$ cat src/rtl/core/lcsra_pkg.sv
// Package for the load-cell serial read, averaging and scaling block.
// Holds widths, register indexes, reset values and scaling constants.
// No dependencies.
`default_nettype none

package lcsra_pkg;

   localparam int DATA_BITS = 24;
   localparam int BIT_CNT_W = $clog2(DATA_BITS + 2);
   localparam int SUM_W     = 40;
   localparam int AVG_W     = 24;
   localparam int TARE_W    = 24;
   localparam int DIV_W     = 32;
   localparam int CNT_W     = 16;
   localparam int WEIGHT_W  = 34;
   localparam int CSR_IDX_W = 3;
   localparam int CSR_DAT_W = 32;

   localparam logic [CSR_IDX_W-1:0] REG_SAMPLE_COUNT  = 3'd0;
   localparam logic [CSR_IDX_W-1:0] REG_TARE_VALUE    = 3'd1;
   localparam logic [CSR_IDX_W-1:0] REG_SCALE_DIVISOR = 3'd2;
   localparam logic [CSR_IDX_W-1:0] REG_HALF_PERIOD   = 3'd3;
   localparam logic [CSR_IDX_W-1:0] REG_GAP_TICKS     = 3'd4;

   localparam logic [CNT_W-1:0]  SAMPLE_COUNT_RST = 16'd20;
   localparam logic [TARE_W-1:0] TARE_VALUE_RST   = 24'd0;
   localparam logic [DIV_W-1:0]  SCALE_DIV_RST    = 32'd11024;
   localparam logic [CNT_W-1:0]  HALF_PERIOD_RST  = 16'd40;
   localparam logic [CNT_W-1:0]  GAP_TICKS_RST    = 16'd10;

   localparam longint SCALE_FACTOR = 1000;
   localparam logic [WEIGHT_W-1:0] WEIGHT_MAX = {WEIGHT_W{1'b1}};
   localparam longint Q_LIMIT   = ((longint'(1) << WEIGHT_W) - 1) / SCALE_FACTOR;
   localparam int     Q_W       = $clog2(Q_LIMIT + 1);
   localparam int     PROD_W    = WEIGHT_W + 1;

endpackage

`default_nettype wire

$ cat src/rtl/core/load_cell_serial_read_average_scale_top.sv
// Top level: one item per tick in, one result item per tick out, registered.
// An ordinary tick has its result item valid in the cycle after it is accepted.
// The tick that ends a measurement has its result item after two 40-step divisions
// in the shared serial divider and then scaling; only the first division runs when the
// average does not exceed the tare. A stalled result output delays it further.
// Synchronous active-high reset sets default configuration and empties the output.
`default_nettype none

module load_cell_serial_read_average_scale_top (
   input  wire logic                               clock,
   input  wire logic                               reset,
   input  wire logic                               req_valid,
   output logic                                    req_ready,
   input  wire logic                               req_cmd,
   input  wire logic                               req_data_pin,
   output logic                                    rsp_valid,
   input  wire logic                               rsp_ready,
   output logic                                    rsp_clock_pin,
   output logic                                    rsp_busy_res,
   output logic                                    rsp_done_res,
   output logic [lcsra_pkg::AVG_W-1:0]             rsp_average_raw,
   output logic [lcsra_pkg::WEIGHT_W-1:0]          rsp_weight,
   input  wire logic                               csr_valid,
   output logic                                    csr_ready,
   input  wire logic [lcsra_pkg::CSR_IDX_W-1:0]    csr_index,
   input  wire logic [lcsra_pkg::CSR_DAT_W-1:0]    csr_data
);
   import lcsra_pkg::*;

   typedef enum logic [3:0] {
      PH_IDLE, PH_WAIT, PH_HIGH, PH_LOW, PH_GAP,
      PH_AVG_GO, PH_AVG_RUN, PH_SCALE_GO, PH_SCALE_RUN, PH_MUL, PH_OUT
   } phase_type;

   phase_type              phase_ff, phase_in;
   logic [CNT_W-1:0]       tick_ff, tick_in;
   logic [BIT_CNT_W-1:0]   bit_ff, bit_in;
   logic [DATA_BITS-1:0]   shift_ff, shift_in;
   logic [SUM_W-1:0]       sum_ff, sum_in;
   logic [CNT_W-1:0]       taken_ff, taken_in;
   logic                   clk_lvl_ff, clk_lvl_in;
   logic [SUM_W-1:0]       avg_ff, avg_in;
   logic [WEIGHT_W-1:0]    weight_ff, weight_in;

   logic [CNT_W-1:0]       count_cfg_ff;
   logic [TARE_W-1:0]      tare_cfg_ff;
   logic [DIV_W-1:0]       div_cfg_ff;
   logic [CNT_W-1:0]       half_cfg_ff;
   logic [CNT_W-1:0]       gap_cfg_ff;

   logic                   rsp_valid_ff, rsp_valid_in;
   logic                   rsp_clock_pin_ff, rsp_clock_pin_in;
   logic                   rsp_busy_ff, rsp_busy_in;
   logic                   rsp_done_ff, rsp_done_in;
   logic [AVG_W-1:0]       rsp_avg_ff, rsp_avg_in;
   logic [WEIGHT_W-1:0]    rsp_weight_ff, rsp_weight_in;
   logic                   rsp_load;

   logic                   tick_phase;
   logic                   slot_free;
   logic                   req_fire;
   logic [CNT_W-1:0]       eff_count;
   logic [DIV_W-1:0]       eff_div;
   logic [CNT_W:0]         tick_inc;
   logic [SUM_W-1:0]       tare_ext;
   logic                   above_tare;
   logic                   div_start;
   logic [SUM_W-1:0]       div_dividend;
   logic [DIV_W-1:0]       div_divisor;
   logic                   div_done;
   logic [SUM_W-1:0]       div_quotient;
   logic [PROD_W-1:0]      product;
   logic                   leave_gap;
   logic                   finish;

   assign tick_phase = (phase_ff == PH_IDLE) || (phase_ff == PH_WAIT) ||
                       (phase_ff == PH_HIGH) || (phase_ff == PH_LOW) ||
                       (phase_ff == PH_GAP);
   assign slot_free  = ~rsp_valid_ff | rsp_ready;
   assign req_ready  = tick_phase & slot_free;
   assign req_fire   = req_valid & req_ready;
   assign csr_ready  = 1'b1;

   assign eff_count  = (count_cfg_ff == '0) ? CNT_W'(1) : count_cfg_ff;
   assign eff_div    = (div_cfg_ff == '0) ? DIV_W'(1) : div_cfg_ff;
   assign tick_inc   = {1'b0, tick_ff} + 1'b1;
   assign tare_ext   = SUM_W'(tare_cfg_ff);
   assign above_tare = avg_ff > tare_ext;
   assign product    = PROD_W'(div_quotient[Q_W-1:0]) * PROD_W'(SCALE_FACTOR);

   assign div_start    = (phase_ff == PH_AVG_GO) || ((phase_ff == PH_SCALE_GO) && above_tare);
   assign div_dividend = (phase_ff == PH_AVG_GO) ? sum_ff : avg_ff - tare_ext;
   assign div_divisor  = (phase_ff == PH_AVG_GO) ? DIV_W'(eff_count) : eff_div;

   lcsra_div u_div (
      .clock    (clock),
      .reset    (reset),
      .start    (div_start),
      .dividend (div_dividend),
      .divisor  (div_divisor),
      .done     (div_done),
      .quotient (div_quotient)
   );

   always_comb begin
      phase_in      = phase_ff;
      tick_in       = tick_ff;
      bit_in        = bit_ff;
      shift_in      = shift_ff;
      sum_in        = sum_ff;
      taken_in      = taken_ff;
      clk_lvl_in    = clk_lvl_ff;
      avg_in        = avg_ff;
      weight_in     = weight_ff;
      leave_gap     = 1'b0;
      finish        = 1'b0;
      rsp_load      = 1'b0;
      rsp_clock_pin_in = rsp_clock_pin_ff;
      rsp_busy_in   = rsp_busy_ff;
      rsp_done_in   = rsp_done_ff;
      rsp_avg_in    = rsp_avg_ff;
      rsp_weight_in = rsp_weight_ff;

      case (phase_ff)
         PH_IDLE: begin
            if (req_fire && req_cmd) begin
               sum_in   = '0;
               taken_in = '0;
               tick_in  = '0;
               phase_in = PH_WAIT;
            end
         end
         PH_WAIT: begin
            if (req_fire && !req_data_pin) begin
               shift_in   = '0;
               bit_in     = '0;
               clk_lvl_in = 1'b1;
               tick_in    = CNT_W'(1);
               phase_in   = PH_HIGH;
            end
         end
         PH_HIGH: begin
            if (req_fire) begin
               if (tick_ff >= half_cfg_ff) begin
                  clk_lvl_in = 1'b0;
                  tick_in    = CNT_W'(1);
                  phase_in   = PH_LOW;
               end else begin
                  tick_in = tick_inc[CNT_W-1:0];
               end
            end
         end
         PH_LOW: begin
            if (req_fire) begin
               if (tick_ff >= half_cfg_ff) begin
                  if (bit_ff < BIT_CNT_W'(DATA_BITS)) begin
                     shift_in = {shift_ff[DATA_BITS-2:0], req_data_pin};
                  end
                  bit_in = bit_ff + 1'b1;
                  if (bit_ff < BIT_CNT_W'(DATA_BITS)) begin
                     clk_lvl_in = 1'b1;
                     tick_in    = CNT_W'(1);
                     phase_in   = PH_HIGH;
                  end else begin
                     sum_in   = sum_ff + SUM_W'(shift_ff);
                     taken_in = taken_ff + 1'b1;
                     tick_in  = '0;
                     if (gap_cfg_ff == '0) begin
                        leave_gap = 1'b1;
                     end else begin
                        phase_in = PH_GAP;
                     end
                  end
               end else begin
                  tick_in = tick_inc[CNT_W-1:0];
               end
            end
         end
         PH_GAP: begin
            if (req_fire) begin
               tick_in = tick_inc[CNT_W-1:0];
               if (tick_inc >= {1'b0, gap_cfg_ff}) begin
                  leave_gap = 1'b1;
               end
            end
         end
         PH_AVG_GO: begin
            phase_in = PH_AVG_RUN;
         end
         PH_AVG_RUN: begin
            if (div_done) begin
               avg_in   = div_quotient;
               phase_in = PH_SCALE_GO;
            end
         end
         PH_SCALE_GO: begin
            if (above_tare) begin
               phase_in = PH_SCALE_RUN;
            end else begin
               weight_in = '0;
               phase_in  = PH_OUT;
            end
         end
         PH_SCALE_RUN: begin
            if (div_done) begin
               phase_in = PH_MUL;
            end
         end
         PH_MUL: begin
            weight_in = (div_quotient > SUM_W'(Q_LIMIT)) ? WEIGHT_MAX
                                                         : product[WEIGHT_W-1:0];
            phase_in  = PH_OUT;
         end
         PH_OUT: begin
            if (slot_free) begin
               rsp_load         = 1'b1;
               rsp_clock_pin_in = clk_lvl_ff;
               rsp_busy_in      = 1'b0;
               rsp_done_in      = 1'b1;
               rsp_avg_in       = avg_ff[AVG_W-1:0];
               rsp_weight_in    = weight_ff;
               phase_in         = PH_IDLE;
               tick_in          = '0;
            end
         end
         default: begin
            phase_in   = PH_IDLE;
            clk_lvl_in = 1'b0;
            tick_in    = '0;
         end
      endcase

      if (leave_gap) begin
         tick_in = '0;
         if (taken_in >= eff_count) begin
            finish   = 1'b1;
            phase_in = PH_AVG_GO;
         end else begin
            phase_in = PH_WAIT;
         end
      end

      if (req_fire && !finish) begin
         rsp_load         = 1'b1;
         rsp_clock_pin_in = clk_lvl_in;
         rsp_busy_in      = (phase_in != PH_IDLE);
         rsp_done_in      = 1'b0;
         rsp_avg_in       = '0;
         rsp_weight_in    = '0;
      end

      rsp_valid_in = rsp_load | (rsp_valid_ff & ~rsp_ready);
   end

   always_ff @(posedge clock) begin
      if (reset) begin
         phase_ff     <= PH_IDLE;
         tick_ff      <= '0;
         bit_ff       <= '0;
         taken_ff     <= '0;
         clk_lvl_ff   <= 1'b0;
         shift_ff     <= '0;
         sum_ff       <= '0;
         rsp_valid_ff <= 1'b0;
         count_cfg_ff <= SAMPLE_COUNT_RST;
         tare_cfg_ff  <= TARE_VALUE_RST;
         div_cfg_ff   <= SCALE_DIV_RST;
         half_cfg_ff  <= HALF_PERIOD_RST;
         gap_cfg_ff   <= GAP_TICKS_RST;
      end else begin
         phase_ff     <= phase_in;
         tick_ff      <= tick_in;
         bit_ff       <= bit_in;
         taken_ff     <= taken_in;
         clk_lvl_ff   <= clk_lvl_in;
         shift_ff     <= shift_in;
         sum_ff       <= sum_in;
         rsp_valid_ff <= rsp_valid_in;
         if (csr_valid && csr_ready) begin
            case (csr_index)
               REG_SAMPLE_COUNT:  count_cfg_ff <= csr_data[CNT_W-1:0];
               REG_TARE_VALUE:    tare_cfg_ff  <= csr_data[TARE_W-1:0];
               REG_SCALE_DIVISOR: div_cfg_ff   <= csr_data[DIV_W-1:0];
               REG_HALF_PERIOD:   half_cfg_ff  <= csr_data[CNT_W-1:0];
               REG_GAP_TICKS:     gap_cfg_ff   <= csr_data[CNT_W-1:0];
               default: ;
            endcase
         end
      end
      avg_ff           <= avg_in;
      weight_ff        <= weight_in;
      rsp_clock_pin_ff <= rsp_clock_pin_in;
      rsp_busy_ff      <= rsp_busy_in;
      rsp_done_ff      <= rsp_done_in;
      rsp_avg_ff       <= rsp_avg_in;
      rsp_weight_ff    <= rsp_weight_in;
   end

   assign rsp_valid       = rsp_valid_ff;
   assign rsp_clock_pin   = rsp_clock_pin_ff;
   assign rsp_busy_res    = rsp_busy_ff;
   assign rsp_done_res    = rsp_done_ff;
   assign rsp_average_raw = rsp_avg_ff;
   assign rsp_weight      = rsp_weight_ff;

`ifndef SYNTHESIS
   a_no_tick_while_dividing: assert property (@(posedge clock) disable iff (reset)
      !tick_phase |-> !req_ready)
      else $error("item accepted while the result is being computed");

   a_div_done_in_run: assert property (@(posedge clock) disable iff (reset)
      div_done |-> (phase_ff == PH_AVG_RUN || phase_ff == PH_SCALE_RUN))
      else $error("divider finished outside a division phase");

   a_done_not_busy: assert property (@(posedge clock) disable iff (reset)
      (rsp_valid && rsp_done_res) |-> !rsp_busy_res)
      else $error("finished result item still reports busy");

   a_bit_count_range: assert property (@(posedge clock) disable iff (reset)
      bit_ff <= BIT_CNT_W'(DATA_BITS + 1))
      else $error("bit counter ran past the last clock pulse");
`endif

endmodule

`default_nettype wire

$ cat src/rtl/core/lcsra_div.sv
// Restoring serial divider, one quotient bit per cycle.
// Shared for the average and the scaled weight; depends on lcsra_pkg.
`default_nettype none

module lcsra_div (
   input  wire logic                          clock,
   input  wire logic                          reset,
   input  wire logic                          start,
   input  wire logic [lcsra_pkg::SUM_W-1:0]   dividend,
   input  wire logic [lcsra_pkg::DIV_W-1:0]   divisor,
   output logic                               done,
   output logic [lcsra_pkg::SUM_W-1:0]        quotient
);
   import lcsra_pkg::*;

   localparam int STEP_W = $clog2(SUM_W + 1);
   localparam logic [STEP_W-1:0] STEPS = STEP_W'(SUM_W);

   logic              run_ff;
   logic              done_ff;
   logic [STEP_W-1:0] step_ff;
   logic [DIV_W-1:0]  rem_ff;
   logic [DIV_W-1:0]  rem_in;
   logic [SUM_W-1:0]  quo_ff;
   logic [SUM_W-1:0]  quo_in;
   logic [DIV_W-1:0]  dsr_ff;
   logic [DIV_W:0]    rem_shift;
   logic [DIV_W+1:0]  trial;
   logic              fits;

   always_comb begin
      rem_shift = {rem_ff, quo_ff[SUM_W-1]};
      trial     = {1'b0, rem_shift} - {2'b00, dsr_ff};
      fits      = ~trial[DIV_W+1];
      rem_in    = fits ? trial[DIV_W-1:0] : rem_shift[DIV_W-1:0];
      quo_in    = {quo_ff[SUM_W-2:0], fits};
   end

   always_ff @(posedge clock) begin
      if (reset) begin
         run_ff  <= 1'b0;
         done_ff <= 1'b0;
         step_ff <= '0;
      end else begin
         done_ff <= 1'b0;
         if (start) begin
            run_ff  <= 1'b1;
            step_ff <= STEPS;
         end else if (run_ff) begin
            step_ff <= step_ff - 1'b1;
            if (step_ff == STEP_W'(1)) begin
               run_ff  <= 1'b0;
               done_ff <= 1'b1;
            end
         end
      end
   end

   always_ff @(posedge clock) begin
      if (start) begin
         rem_ff <= '0;
         quo_ff <= dividend;
         dsr_ff <= divisor;
      end else if (run_ff) begin
         rem_ff <= rem_in;
         quo_ff <= quo_in;
      end
   end

   assign done     = done_ff;
   assign quotient = quo_ff;

endmodule

`default_nettype wire

$ cat config.mk
export PLATFORM = sky130hd
export DESIGN_NAME = load_cell_serial_read_average_scale_top
export DESIGN_NICKNAME = d
export VERILOG_FILES = /design/src/rtl/core/lcsra_pkg.sv /design/src/rtl/core/load_cell_serial_read_average_scale_top.sv /design/src/rtl/core/lcsra_div.sv
export SDC_FILE = /design/constraint.sdc
export NUM_CORES = 1
export LEC_CHECK = 0
export ABC_AREA = 1
export BUFFER_PORTS_ARGS = -buffer_cell sky130_fd_sc_hd__buf_2
export CORE_MARGIN = 1
export CORE_UTILIZATION = 51
export DETAILED_ROUTE_END_ITERATION = 10
export PLACE_DENSITY = 0.69
export SETUP_SLACK_MARGIN = 0.4
export SYNTH_ARGS = -nofsm -noshare
export SYNTH_HDL_FRONTEND = slang
export SYNTH_SLANG_ARGS = --single-unit
$ cat constraint.sdc
create_clock -name clock -period 5.1 [get_ports clock]
set_clock_uncertainty 0.15 [all_clocks]
set_input_delay 0.255 -clock clock [delete_from_list [all_inputs] [get_ports clock]]
set_output_delay 0.255 -clock clock [all_outputs]
set_load 0.01 [all_outputs]
* Word-level counts from Yosys, hierarchy flattened
Index checks and enable logic that the tools add are counted.
** Cells by class
- Add/sub/neg operators :: 7
- Multiply operators :: 1
- Order comparisons :: 6
- Eq/ne operators :: 25
- Muxes and demuxes :: 85
- Bitwise gates (word level) :: 10
- Reductions and logical operators :: 42
** Operators with widths (count)
- $mux 40 :: 7
- $mux 16 :: 15
- $pmux 16 s7 :: 1
- $mux 24 :: 4
- $pmux 40 s2 :: 1
- $mux 34 :: 2
- $pmux 34 s2 :: 1
- $mux 4 :: 12
- $pmux 24 s2 :: 1
- $pmux 4 s11 :: 1
- $add 40x24->40 :: 1
- $gt 40x24->1 :: 1
- $gt 40x25->1 const B :: 1
- $sub 40x24->40 :: 1
- $sub 33x32->34 :: 1
- $ge 16x16->1 :: 2
- $logic_not 16->1 :: 2
- $logic_not 32->1 :: 1
- $mux 32 :: 1
- $pmux 16 s2 :: 1
- $mul 25x7->31 const B :: 1
- $mux 1 :: 28
- $reduce_and 2->1 :: 9
- $add 16x1->17 const B :: 1
- other kinds (39) :: 80
** Storage, ports and cells
- Bits in registers :: 458
- Input port bits :: 42
- Output and inout bits :: 64
- Word-level logic and storage cells :: 204

* Depth between registers and ports, before layout
- Depth after elaboration :: 17
- Depth in mapped cells :: 32
- Gate-level depth less buffers :: 30

* Cells and area by module
Synthesis repeated with hierarchy kept, for this count alone.
** Unflattened totals
- Cells, all modules :: 4142
- Area, all modules :: 30618.1 sq um
** By module, submodules not included
- load_cell_serial_read_average_scale_top :: times used 1, cells each 3100, area each 23312.4 sq um, seq. area each 7587.3 sq um
- lcsra_div :: times used 1, cells each 1042, area each 7305.8 sq um, seq. area each 2962.8 sq um

* Worst setup path before layout
OpenSTA, ideal clock, no wires.
- Path kind :: flip-flop to flip-flop
- Start point :: register u_div.quo_ff[0] (netlist: u_div.quotient[0])
- End point :: register weight_ff[22] (data pin)
- Setup time :: 263 ps
- Arrival time :: 4066 ps
- Required time :: 4687 ps
- Path slack :: 621 ps
- Cell stages (with the launch flop) :: 19
- Buffers on the path :: 0
- Period minus slack after synthesis :: 4479 ps
- Path through :: edfxtp_1 fa_1 inv_1 fa_1 fa_1 inv_1 fa_1 ha_1 a21oi_1 nand2_1 nand2_1 nand2_1 nand2_1 nand2_1 a21oi_1 o21ai_0 xor2_1 nand2_1 nand2_1
** Between the ends
- Longest elaborated chain between the ends :: 3
- Elaborated cells between the ends (all ways) :: 4
- Classes of those cells :: mul (1); order compare (1); mux (2)
** RTL lines
- start, declared :: RTL line lcsra_div.sv:24 : logic [SUM_W-1:0] quo_ff;
- start signal, assigned :: RTL line lcsra_div.sv:62 : quo_ff <= dividend;
- start signal, assigned :: RTL line lcsra_div.sv:66 : quo_ff <= quo_in;
- $mul 25x7->31 or $gt 40x25->1 (tied branches) :: RTL line load_cell_serial_read_average_scale_top.sv:89, load_cell_serial_read_average_scale_top.sv:210
- $mux 34 * :: RTL line load_cell_serial_read_average_scale_top.sv:210 : weight_in = (div_quotient > SUM_W'(Q_LIMIT)) ? WEIGHT_MAX
- $pmux 34 s2 * :: RTL line load_cell_serial_read_average_scale_top.sv:124 : case (phase_ff)
- end signal, assigned :: RTL line load_cell_serial_read_average_scale_top.sv:291 : weight_ff <= weight_in;
- end, declared :: RTL line load_cell_serial_read_average_scale_top.sv:43 : logic [WEIGHT_W-1:0] weight_ff, weight_in;
Mark *: on every way between the ends. The rest lies on a longest branch, timed or not.
A chain may end at the register's enable or synchronous reset.

* Final worst setup path
- Start point :: register u_div.quo_ff[16] (netlist: u_div.quotient[16])
- End point :: register weight_ff[30] (data pin)
The elaborated chain is that of the path after synthesis.

==> run metrics <==
Die Area 58400 µm²; syn nets 4141; Leak 0.0144 µW; Tmin final 4.56 ns; Top Ports 106; Min-Delay Path Class primary input to flop; Slew Limit Headroom 0.131; synthesis-to-layout area growth 13.4%; root buffer cell clkbuf_16; post-DP HPWL 61300 µm; Req. time, crit path 5.28 ns; Fmax achieved 219 MHz; Slew Viols, Final 0; Remaining DRCs 0; Clock Tree Buf Depth 3; fillcell total 5168; Antenna Diode Count 0; first-pass GRT wire length 131000 µm; Max FO, Critical Path 6; Final nets 4295; slew of the pin with the lowest slew margin 1.30 ns; post-synth cell types 56; CTS tree yes; Worst-Skew Late Latency 0.62 ns; cell mode on critical path fa_1; pin count of the biggest net entering global routing 82; via count 26121; cell family with most CP delay adder cells; RSZ-0062 raised after global routing yes; Worst path max stage delay 0.57 ns; post-route core utilization 0.587; Max Cap Viol 0; row cnt 87; Synth top cells by count nand2_1, inv_1, a21oi_1, nor2_1, dfxtp_1; first-pass detailed-route iteration total 6; number of port buffers 104; initial antenna violation count 0; status completed; Post-Syn Instances 3794; CTS clock-pin slew for the worst setup and hold paths 0.06 ns; EDFF count, synth 146; Die H 242 µm; Worst R2R Start u_div.quotient[16]$_DFFE_PP_; synthesized area per cell 7.72 µm²; Syn. warnings 0; Die Wd 242 µm; CTS Buf Count 51; CP Launch Point u_div.quotient[16]$_DFFE_PP_; Synth area leaders dfxtp_1, edfxtp_1, nand2_1; share of layout cells above drive strength 1 0.0903; setup_tns 0 ns; Crit. End Element flop; Avg Vias per Cell 5.51; Setup Viol. Count Final 0; Worst path slowest cell fa_1; worst-path cell chain buf_4 > fa_1 > fa_1 > fa_1 > fa_1 > ha_1 > a21oi_1 > o21ai_0 > a21oi_1 > nand3_2 > nand3_1 > nand2_1 > xor2_1 > nor2_1 > nor2_1; Initial Utilization 0.517; Worst Path Buf+Inv 1; Crit Path Category flop to flop; Post-Route WL 81800 µm; Final Wtd Congestion 0.966; GRT Total Usage 0.276; ys flop type dfxtp_1; Seq/Total Area, Yosys 0.360; post-synth top area cell dfxtp_1; Synth Cell Area 29300 µm²; most common cell in the netlist nand2_1; DR iter-0 viols 2019; fin crit share 0.894; hold path startpoint csr_valid; Peak VDD IR 0.232 mV; share of Yosys cell area claimed by the top area cell type 0.211; Worst setup SP type flop; #FFs+latches synth 454; pwr dens 240 nW/µm²; WP data arrival 4.74 ns; # clock sinks 454; final hold vios 0; grt ovf 0; wire length per cell 17.2 µm; asr flop ratio synth 0; antenna-violating nets left 0; number of global-route vias before repair 24528; htree depth 2; Core ar. 56600 µm²
==> layer usage <==
layer | vias up | routed length, µm | track usage
li1 | 13009 | - | -
met4 | 0 | 2840 | 0.0939
met5 | - | 0 | 0
met3 | 163 | 5240 | 0.0417
met1 | 12148 | 37600 | 0.392
met2 | 801 | 36000 | 0.428
==> tightest hold or removal path: stages <==
cell      delay (ns)
buf_2           0.10
inv_1           0.04
nor2_1          0.04
inv_1           0.06
nor2_1          0.11
o211ai_1        0.17
==> through the flow <==
step | std cells | hold WS (ns) | setup slack (ns) | power [µW] | cell area [µm²]
final | 4743 | 0.0518 | 0.543 | 7980 | 33200
after global routing | 4743 | 0.0748 | 0.348 | 8230 | 33200
after CTS | 4720 | 0.0204 | 0.386 | 8030 | 32800
after detailed placement | 4560 | 0.286 | 0.315 | 4280 | 30500
after global placement | 4560 | 0.282 | 0.354 | 4280 | 30500
after floorplan | 3794 | 0.231 | 0.621 | 4140 | 29300
==> cell type report <==
cell class / instances / area, µm² / share of cell area
Clock buffer: 78 / 1550 / 0.0468
Clock inverter: 14 / 158 / 0.00475
Inverter: 438 / 1640 / 0.0495
Multi-Input combinational cell: 2779 / 16800 / 0.506
Sequential cell: 454 / 10600 / 0.318
Tap cell: 756 / 946 / 0.0285
Timing Repair Buffer: 224 / 1550 / 0.0466
==> logic make-up after synthesis <==
family	after synthesis	share of synthesized area
simple gates	1529	0.220
fa+ha+maj	305	0.154
buf+inv	561	0.0751
xor+xnor	111	0.0332
other cells	1	0.000128
compound gates	833	0.158
flops	454	0.360
==> path summary, 6_finish.rpt <==
kind	slack, ns	endpoint	cells past startpoint
worst max-delay path	0.54	weight_ff[30]$_SDFFCE_PN0P_	15
worst min-delay path	0.05	count_cfg_ff[2]$_SDFFE_PP1P_	6
worst max register to register	0.54	weight_ff[30]$_SDFFCE_PN0P_	15
worst min register to register	0.29	rsp_done_res$_SDFFE_PP0P_	2
==> layout by cell type (no fill, tap or decap), types with 55 or more instances in the layout <==
master       n
a21oi_1    376
xor2_1      67
buf_2      104
buf_4       76
dfxtp_1    307
nand3_1    202
o21ai_0    268
nand2_1    785
clkbuf_16   55
fa_1        93
ha_1       199
edfxtp_1   146
inv_1      424
nor2_1     356
==> flip-flops by register name (all words and copies together) (netlist names), 24 cells and up <==
signal and cells:
rsp_weight 32, u_div.quotient 40, sum_ff 40, weight_ff 32, shift_ff 24, avg_ff 40
rsp_average_raw 24, tare_cfg_ff 24, u_div.dsr_ff 32, div_cfg_ff 32, u_div.rem_ff 32
==> report_power, final <==
group	total [µW]	leakage [µW]	internal, µW	switching (µW)
Clock	3740	0.000821	2200	1540
Sequential	3770	0.00389	3750	19.4
Combinational	467	0.00973	146	321
==> repair_timing <==
item,in CTS,in global routing
setup endpoints to repair,5,72
gates resized for setup,0,54
hold buffers,41,0
endpoints found under the hold margin,105,0
pin swaps,0,17
setup buffers,27,23
No activity file was read; power rests on OpenSTA's default activity.
